$ cat config.mk
export PLATFORM = sky130hd
export DESIGN_NAME = block_comment_tracker_unit
export DESIGN_NICKNAME = d
export VERILOG_FILES = /design/src/hw/rtl/bct_pkg.sv /design/src/hw/rtl/bct_scan.sv /design/src/hw/rtl/bct_out_reg.sv /design/src/hw/rtl/block_comment_tracker_unit.sv
export SDC_FILE = /design/constraint.sdc
export NUM_CORES = 1
export LEC_CHECK = 0
export BUFFER_PORTS_ARGS = -buffer_cell sky130_fd_sc_hd__buf_2
export CAP_MARGIN = 20
export CORE_AREA = 2 2 58 60
export CTS_CLUSTER_SIZE = 10
export DETAILED_ROUTE_END_ITERATION = 10
export DIE_AREA = 0 0 60 62
export PLACE_DENSITY = 0.73
export SYNTH_ARGS = -nofsm -noshare
export SYNTH_HDL_FRONTEND = slang
export SYNTH_HIERARCHICAL = 1
export SYNTH_SLANG_ARGS = --single-unit
$ cat constraint.sdc
create_clock -name clk_i -period 1.82 [get_ports clk_i]
set_input_delay 0.364 -clock clk_i [delete_from_list [all_inputs] [get_ports clk_i]]
set_output_delay 0.364 -clock clk_i [all_outputs]
set_load 0.005 [all_outputs]
$ cat src/hw/rtl/bct_pkg.sv
// shared types and character constants for the block comment tracker
`timescale 1ns / 1ps

package bct_pkg;

  // request kinds on the input channel
  typedef enum logic [1:0] {
    REQ_TEXT  = 2'd0,
    REQ_EOL   = 2'd1,
    REQ_CLEAR = 2'd2
  } req_type_e;

  // language selection register codes
  typedef enum logic [1:0] {
    LANG_NONE = 2'd0,
    LANG_C    = 2'd1,
    LANG_HTML = 2'd2
  } lang_e;

  // c-like scanner phase
  typedef enum logic [2:0] {
    PH_NORMAL    = 3'd0,
    PH_SLASH     = 3'd1,
    PH_STRING    = 3'd2,
    PH_ESCAPE    = 3'd3,
    PH_LINE_DONE = 3'd4
  } scan_phase_e;

  // characters of interest
  localparam logic [7:0] ChSlash  = 8'h2F;
  localparam logic [7:0] ChStar   = 8'h2A;
  localparam logic [7:0] ChDquote = 8'h22;
  localparam logic [7:0] ChSquote = 8'h27;
  localparam logic [7:0] ChBslash = 8'h5C;
  localparam logic [7:0] ChLt     = 8'h3C;
  localparam logic [7:0] ChBang   = 8'h21;
  localparam logic [7:0] ChDash   = 8'h2D;
  localparam logic [7:0] ChGt     = 8'h3E;

  // one registered request
  typedef struct packed {
    logic [1:0] req_type;
    logic [7:0] text_byte;
  } bct_req_t;

  // one end of line result
  typedef struct packed {
    logic inside_comment;
    logic flag_changed;
  } bct_result_t;

endpackage

$ cat src/hw/rtl/bct_scan.sv
// comment state registers and the per-request next state logic
`timescale 1ns / 1ps

module bct_scan (
  input  logic               clk_i,
  input  logic               rst_ni,
  input  logic               step_i,
  input  bct_pkg::bct_req_t  req_i,
  input  logic               cfg_we_i,
  input  logic [1:0]         cfg_wdata_i,
  output bct_pkg::bct_result_t result_o
);

  logic                  comment_q, comment_d;
  logic                  start_q, start_d;
  bct_pkg::scan_phase_e  phase_q, phase_d;
  logic                  dquote_q, dquote_d;
  logic [1:0]            mark_q, mark_d;
  logic [1:0]            mode_q, mode_d;

  logic                  lang_on;
  logic                  fin;
  bct_pkg::scan_phase_e  plain_phase;
  logic                  plain_quote;
  logic [7:0]            b;
  logic [7:0]            close_quote;

  assign b           = req_i.text_byte;
  assign lang_on     = (mode_q == bct_pkg::LANG_C) || (mode_q == bct_pkg::LANG_HTML);
  assign fin         = lang_on & comment_q;
  assign close_quote = dquote_q ? bct_pkg::ChDquote : bct_pkg::ChSquote;

  // phase after a byte seen in plain text
  assign plain_quote = (b == bct_pkg::ChDquote) || (b == bct_pkg::ChSquote);
  always_comb begin
    if (b == bct_pkg::ChSlash) begin
      plain_phase = bct_pkg::PH_SLASH;
    end else if (plain_quote) begin
      plain_phase = bct_pkg::PH_STRING;
    end else begin
      plain_phase = bct_pkg::PH_NORMAL;
    end
  end

  // end of line result
  assign result_o.inside_comment = fin;
  assign result_o.flag_changed   = fin ^ start_q;

  // next state
  always_comb begin
    comment_d = comment_q;
    start_d   = start_q;
    phase_d   = phase_q;
    dquote_d  = dquote_q;
    mark_d    = mark_q;
    mode_d    = mode_q;

    if (step_i) begin
      unique case (req_i.req_type)
        bct_pkg::REQ_TEXT: begin
          unique case (mode_q)
            bct_pkg::LANG_C: begin
              if (comment_q) begin
                // look for star-slash
                if (b == bct_pkg::ChStar) begin
                  mark_d = 2'd1;
                end else if (b == bct_pkg::ChSlash && mark_q == 2'd1) begin
                  comment_d = 1'b0;
                  mark_d    = 2'd0;
                  phase_d   = bct_pkg::PH_NORMAL;
                end else begin
                  mark_d = 2'd0;
                end
              end else begin
                unique case (phase_q)
                  bct_pkg::PH_LINE_DONE: begin
                  end
                  bct_pkg::PH_STRING: begin
                    if (b == bct_pkg::ChBslash) begin
                      phase_d = bct_pkg::PH_ESCAPE;
                    end else if (b == close_quote) begin
                      phase_d = bct_pkg::PH_NORMAL;
                    end
                  end
                  bct_pkg::PH_ESCAPE: begin
                    phase_d = bct_pkg::PH_STRING;
                  end
                  bct_pkg::PH_SLASH: begin
                    if (b == bct_pkg::ChSlash) begin
                      phase_d = bct_pkg::PH_LINE_DONE;
                    end else if (b == bct_pkg::ChStar) begin
                      comment_d = 1'b1;
                      mark_d    = 2'd0;
                      phase_d   = bct_pkg::PH_NORMAL;
                    end else begin
                      phase_d = plain_phase;
                      if (plain_quote) begin
                        dquote_d = (b == bct_pkg::ChDquote);
                      end
                    end
                  end
                  default: begin
                    phase_d = plain_phase;
                    if (plain_quote) begin
                      dquote_d = (b == bct_pkg::ChDquote);
                    end
                  end
                endcase
              end
            end
            bct_pkg::LANG_HTML: begin
              if (comment_q) begin
                // look for dash dash gt
                if (b == bct_pkg::ChDash) begin
                  mark_d = (mark_q < 2'd2) ? mark_q + 2'd1 : 2'd2;
                end else if (b == bct_pkg::ChGt && mark_q == 2'd2) begin
                  comment_d = 1'b0;
                  mark_d    = 2'd0;
                end else begin
                  mark_d = 2'd0;
                end
              end else begin
                // look for lt bang dash dash
                if (b == bct_pkg::ChLt) begin
                  mark_d = 2'd1;
                end else if (b == bct_pkg::ChBang && mark_q == 2'd1) begin
                  mark_d = 2'd2;
                end else if (b == bct_pkg::ChDash && mark_q == 2'd2) begin
                  mark_d = 2'd3;
                end else if (b == bct_pkg::ChDash && mark_q == 2'd3) begin
                  comment_d = 1'b1;
                  mark_d    = 2'd0;
                end else begin
                  mark_d = 2'd0;
                end
              end
            end
            default: begin
            end
          endcase
        end
        bct_pkg::REQ_EOL: begin
          comment_d = fin;
          start_d   = fin;
          phase_d   = bct_pkg::PH_NORMAL;
          mark_d    = 2'd0;
        end
        bct_pkg::REQ_CLEAR: begin
          comment_d = 1'b0;
          start_d   = 1'b0;
          phase_d   = bct_pkg::PH_NORMAL;
          mark_d    = 2'd0;
        end
        default: begin
        end
      endcase
    end

    // language write restarts the line scan
    if (cfg_we_i) begin
      mode_d  = cfg_wdata_i;
      phase_d = bct_pkg::PH_NORMAL;
      mark_d  = 2'd0;
    end
  end

  // state registers
  always_ff @(posedge clk_i or negedge rst_ni) begin
    if (!rst_ni) begin
      comment_q <= 1'b0;
      start_q   <= 1'b0;
      phase_q   <= bct_pkg::PH_NORMAL;
      dquote_q  <= 1'b0;
      mark_q    <= 2'd0;
      mode_q    <= bct_pkg::LANG_NONE;
    end else begin
      comment_q <= comment_d;
      start_q   <= start_d;
      phase_q   <= phase_d;
      dquote_q  <= dquote_d;
      mark_q    <= mark_d;
      mode_q    <= mode_d;
    end
  end

endmodule

$ cat src/hw/rtl/bct_out_reg.sv
// result register with valid and ready toward the receiver
`timescale 1ns / 1ps

module bct_out_reg (
  input  logic                 clk_i,
  input  logic                 rst_ni,
  input  logic                 load_i,
  input  bct_pkg::bct_result_t data_i,
  output logic                 can_load_o,
  output logic                 valid_o,
  input  logic                 ready_i,
  output bct_pkg::bct_result_t data_o
);

  logic                 valid_q, valid_d;
  bct_pkg::bct_result_t data_q;

  assign can_load_o = !valid_q || ready_i;

  // valid tracking
  always_comb begin
    valid_d = valid_q;
    if (load_i) begin
      valid_d = 1'b1;
    end else if (ready_i) begin
      valid_d = 1'b0;
    end
  end

  always_ff @(posedge clk_i or negedge rst_ni) begin
    if (!rst_ni) begin
      valid_q <= 1'b0;
    end else begin
      valid_q <= valid_d;
    end
  end

  // payload, no reset
  always_ff @(posedge clk_i) begin
    if (load_i) begin
      data_q <= data_i;
    end
  end

  assign valid_o = valid_q;
  assign data_o  = data_q;

endmodule

$ cat src/hw/rtl/block_comment_tracker_unit.sv
// top level of the block comment tracker
`timescale 1ns / 1ps

// Tracks whether source text is inside a block comment, one byte per request.
// Input channel (in_valid_i / in_ready_o) carries req_type_i and text_byte_i:
// a text byte, an end of line, or a clear of the comment state.
// Output channel (out_valid_o / out_ready_i) gives one result per end of
// line: inside_comment_o and flag_changed_o. Other requests give no result.
// cfg_we_i / cfg_wdata_i set the language (none, c-like, html) with no wait;
// write only while no request is in flight.
// An end of line request accepted at the input is registered there, then
// updates the state and loads the result register as it advances; that
// register drives the output. Throughput is one request per cycle while no
// end of line is held back, with the state update between the two registers.
// When the receiver stalls, text and clear requests keep flowing; an end of
// line waits in the input register only while the result register is full
// and not being taken, which then holds off the input.
// Reset clears the comment state, the language (to none) and both valids.

module block_comment_tracker_unit (
  input  logic       clk_i,
  input  logic       rst_ni,
  input  logic       in_valid_i,
  output logic       in_ready_o,
  input  logic [1:0] req_type_i,
  input  logic [7:0] text_byte_i,
  output logic       out_valid_o,
  input  logic       out_ready_i,
  output logic       inside_comment_o,
  output logic       flag_changed_o,
  input  logic       cfg_we_i,
  input  logic [1:0] cfg_wdata_i
);

  logic                 in_valid_q;
  bct_pkg::bct_req_t    in_req_q;
  logic                 out_can_load;
  logic                 is_eol;
  logic                 advance;
  bct_pkg::bct_result_t result;
  bct_pkg::bct_result_t out_data;

  // input register advances unless an end of line is blocked by the output
  assign is_eol     = (in_req_q.req_type == bct_pkg::REQ_EOL);
  assign advance    = in_valid_q && (!is_eol || out_can_load);
  assign in_ready_o = !in_valid_q || advance;

  always_ff @(posedge clk_i or negedge rst_ni) begin
    if (!rst_ni) begin
      in_valid_q <= 1'b0;
    end else if (in_ready_o) begin
      in_valid_q <= in_valid_i;
    end
  end

  always_ff @(posedge clk_i) begin
    if (in_valid_i && in_ready_o) begin
      in_req_q.req_type  <= req_type_i;
      in_req_q.text_byte <= text_byte_i;
    end
  end

  // comment state update
  bct_scan u_scan (
    .clk_i       (clk_i),
    .rst_ni      (rst_ni),
    .step_i      (advance),
    .req_i       (in_req_q),
    .cfg_we_i    (cfg_we_i),
    .cfg_wdata_i (cfg_wdata_i),
    .result_o    (result)
  );

  // result register
  bct_out_reg u_out_reg (
    .clk_i      (clk_i),
    .rst_ni     (rst_ni),
    .load_i     (advance && is_eol),
    .data_i     (result),
    .can_load_o (out_can_load),
    .valid_o    (out_valid_o),
    .ready_i    (out_ready_i),
    .data_o     (out_data)
  );

  assign inside_comment_o = out_data.inside_comment;
  assign flag_changed_o   = out_data.flag_changed;

  // a result only ever comes from an end of line request
  a_result_from_eol: assert property (@(posedge clk_i) disable iff (!rst_ni)
    $rose(out_valid_o) |-> $past(in_valid_q && is_eol))
    else $error("result raised without an end of line request");

  // the input is held off only by a full, stalled result register
  a_stall_reason: assert property (@(posedge clk_i) disable iff (!rst_ni)
    (in_valid_q && !in_ready_o) |-> (is_eol && out_valid_o && !out_ready_i))
    else $error("input stalled without a blocked result");

  // a blocked end of line keeps its place in the input register
  a_eol_held: assert property (@(posedge clk_i) disable iff (!rst_ni)
    (in_valid_q && is_eol && !advance) |=> (in_valid_q && is_eol))
    else $error("stalled end of line request lost");

endmodule

==> run metrics <==
status=finished with violations; failing checks=setup timing; part of the cycle the worst path needs=106%; drt first-iter violations=37; peak fanout along the critical path=5; Clock Skew=0.00194 ns; Final Instance Area=2010 um2; critical path type=flop to flop; setup total negative slack=-0.263 ns; fmax=520 MHz; Final setup viols=5; initial antenna violation count=0; I/O pin count=21; power density cells=535 nW/um2; FF-to-FF setup slack=-0.10 ns; number of global-route vias before repair=1,246; crit end category=flop; reg2reg path depth=6; DP Area=1810 um2; I/O Buffers=20; Starting Density=47.9%; Synth top cells by count=dfrtp_1, edfxtp_1, inv_1; area of the die=3720 um2; minimum clock period=1.92 ns; RSZ-0062 raised after global routing=yes; share of cells above drive strength 1=40.5%; FF-to-FF End=u_scan/phase_q[0]; Pleak=0.000830 uW; CP Launch Type=flop; RD Place Congestion=0.940; worst reg2reg startpoint=in_req_q[0]; Worst Tran Pin Value=0.442 ns; number of synthesis warnings=6; Worst Hold Class=primary input to flop; worst vdd rail ir drop=0.360 mV; Vias=1,343; Mapped Avg Cell Area=10.4 um2; area leader, netlist=edfxtp_1; global-route usage over all layers=19.7%; Worst Path Arrival=2.13 ns; WP data required=2.03 ns; post-synthesis sequential area ratio=43.4%; cell area after synthesis=1520 um2; largest net degree at the start of global routing=14; #FFs+latches synth=24; Post-DP HPWL=2560 um; Hold Slack=0.222 ns; clock sinks=24; worst hold path depth=1; max_slew headroom=70.6%; FP Rows=21; Post-synth EDFFs=12; Power, Total=1080 uW; worst slack, placed=-0.169 ns; Post-route DRC=0; beginning of the worst hold path=text_byte_i[6]; clock root buffer=clkbuf_4; maxcap violations=0; Final ANT Viol Nets=0; Die X-Extent=60 um; CTS Buf Count=3; Layout area overhead=32.3%; Final Max Slew Viols=0; 1st-pass router iterations=4; critical path startpoint=in_req_q[0]; Post-layout nets=219; Yosys top cell area share=23.7%; Antenna Cells=0; Max clock buf depth=2; Cells after Synth=146; routed wire length=3520 um; synth unique cells=57; first-pass GRT wire length=5460 um; Clock transition at path regs=0.13 ns; post-DR wirelength/cell=14.6 um; H-tree depth=1; final worst slack=-0.104 ns; ys async rst share=50.0%; core area=3180 um2; Synth Net Count=169; largest cells by area after synthesis=edfxtp_1, dfrtp_1, ha_1; Worst Hold End=in_req_q[6]; final hold violation count=0; Main synth FF type=edfxtp_1; clock latency on the worst-skew pair=0.30 ns; GR Overflow Total=0; TritonCTS clock tree=yes; die extent in y=62 um; vias per cell=5.57
[kinds of logic (layout without fill, tap and decap cells)]
| logic type | count (synthesis) | after routing | share of synthesized area (%) |
|---|---|---|---|
| adders and majority gates | 6 | 6 | 4.93 |
| DFF | 24 | 24 | 43.4 |
| AOI/OAI and AO/OA | 35 | 35 | 18.0 |
| xor gates and xnor gates | 3 | 3 | 1.73 |
| and+or+nand+nor | 58 | 58 | 23.9 |
| buffers and inverters | 17 | 66 | 5.92 |
| muxes | 3 | 3 | 2.14 |
[layer usage]
metal	track usage, %	vias up	part of all wire (%)
met3	2.28	10	4.9
met4	7.62	0	2.0
met2	33.9	50	51
li1	-	656	-
met1	25.5	627	42
met5	0	-	0
[metrics by stage]
step / cells / util, %
after global placement: 230 / 57.0
after floorplan: 146 / -
after global routing: 241 / 63.4
after detailed placement: 230 / 57.0
after CTS: 240 / 61.5
final: 241 / 63.4
[cells in the final DEF (no fill, tap or decap), types with 2 or more instances in the layout]
| cell type | synthesis | layout |
|---|---|---|
| buf_4 | 1 | 27 |
| buf_2 | 0 | 20 |
| edfxtp_1 | 12 | 12 |
| dfrtp_1 | 12 | 12 |
| inv_1 | 12 | 11 |
| nand2_1 | 8 | 7 |
| nor2_1 | 7 | 7 |
| o21ai_0 | 8 | 5 |
| ha_1 | 6 | 5 |
| nor2b_1 | 4 | 4 |
| nor3_1 | 5 | 4 |
| or3b_4 | 0 | 4 |
| nand3b_1 | 4 | 4 |
| nand3_1 | 4 | 4 |
| clkbuf_4 | 0 | 3 |
| o211ai_1 | 3 | 3 |
| nand2b_2 | 1 | 2 |
| nor3_2 | 1 | 2 |
| a2111oi_4 | 0 | 2 |
| o21bai_1 | 2 | 2 |
| o31ai_1 | 2 | 2 |
| mux2_4 | 0 | 2 |
| xnor2_1 | 2 | 2 |
| a41oi_1 | 2 | 2 |
| nand4_1 | 2 | 2 |
| or4_1 | 2 | 2 |
| o21ai_1 | 0 | 2 |
[how the worst max path moves through the flow]
stage                        endpoint  slack [ns]  depth (start not counted)
floorplan           u_scan/phase_q[0]       -0.05                          6
global placement    u_scan/phase_q[2]       -0.11                          5
detailed placement  u_scan/phase_q[0]       -0.17                          8
CTS                 u_scan/phase_q[2]       -0.11                          5
global route        u_scan/phase_q[0]       -0.18                          5
finish              u_scan/phase_q[0]       -0.10                          6
[power by group]
| group | internal [uW] | switching, uW |
|---|---|---|
| Sequential | 594 | 15.3 |
| Combinational | 115 | 115 |
| Clock | 85.5 | 153 |
[flip-flops by register name, indices dropped and copies added, names as in the netlist]
signal / count
in_req_q: 10
u_scan/phase_q: 3
u_out_reg/data_o: 2
u_scan/mark_q: 2
u_scan/mode_q: 2
in_valid_q: 1
u_out_reg/valid_o: 1
u_scan/comment_q: 1
u_scan/dquote_q: 1
u_scan/start_q: 1
[worst max-delay path, stage by stage (launching register included)]
cell and delay [ns]:
edfxtp_1 0.45, buf_4 0.18, or2b_2 0.30, nor3_2 0.25, nor3b_2 0.10, o21a_2 0.24, mux2_4 0.30
[timing repair]
action	CTS	global route
gates resized for setup	12	15
hold buffers	1	0
hold endpoints to repair	12	0
setup buffers	5	1
setup endpoints to repair	6	8
pin swaps	6	7
[layout make-up]
type                    instances  area [um2]
clock buffers                   4        26.3
fillers                       260        1160
inverters                      12        45.0
multi-input cells             105         881
flip-flops and latches         24         661
well taps                      46        57.6
repair buffers                 50         344
(Power assumes the default switching activity.)
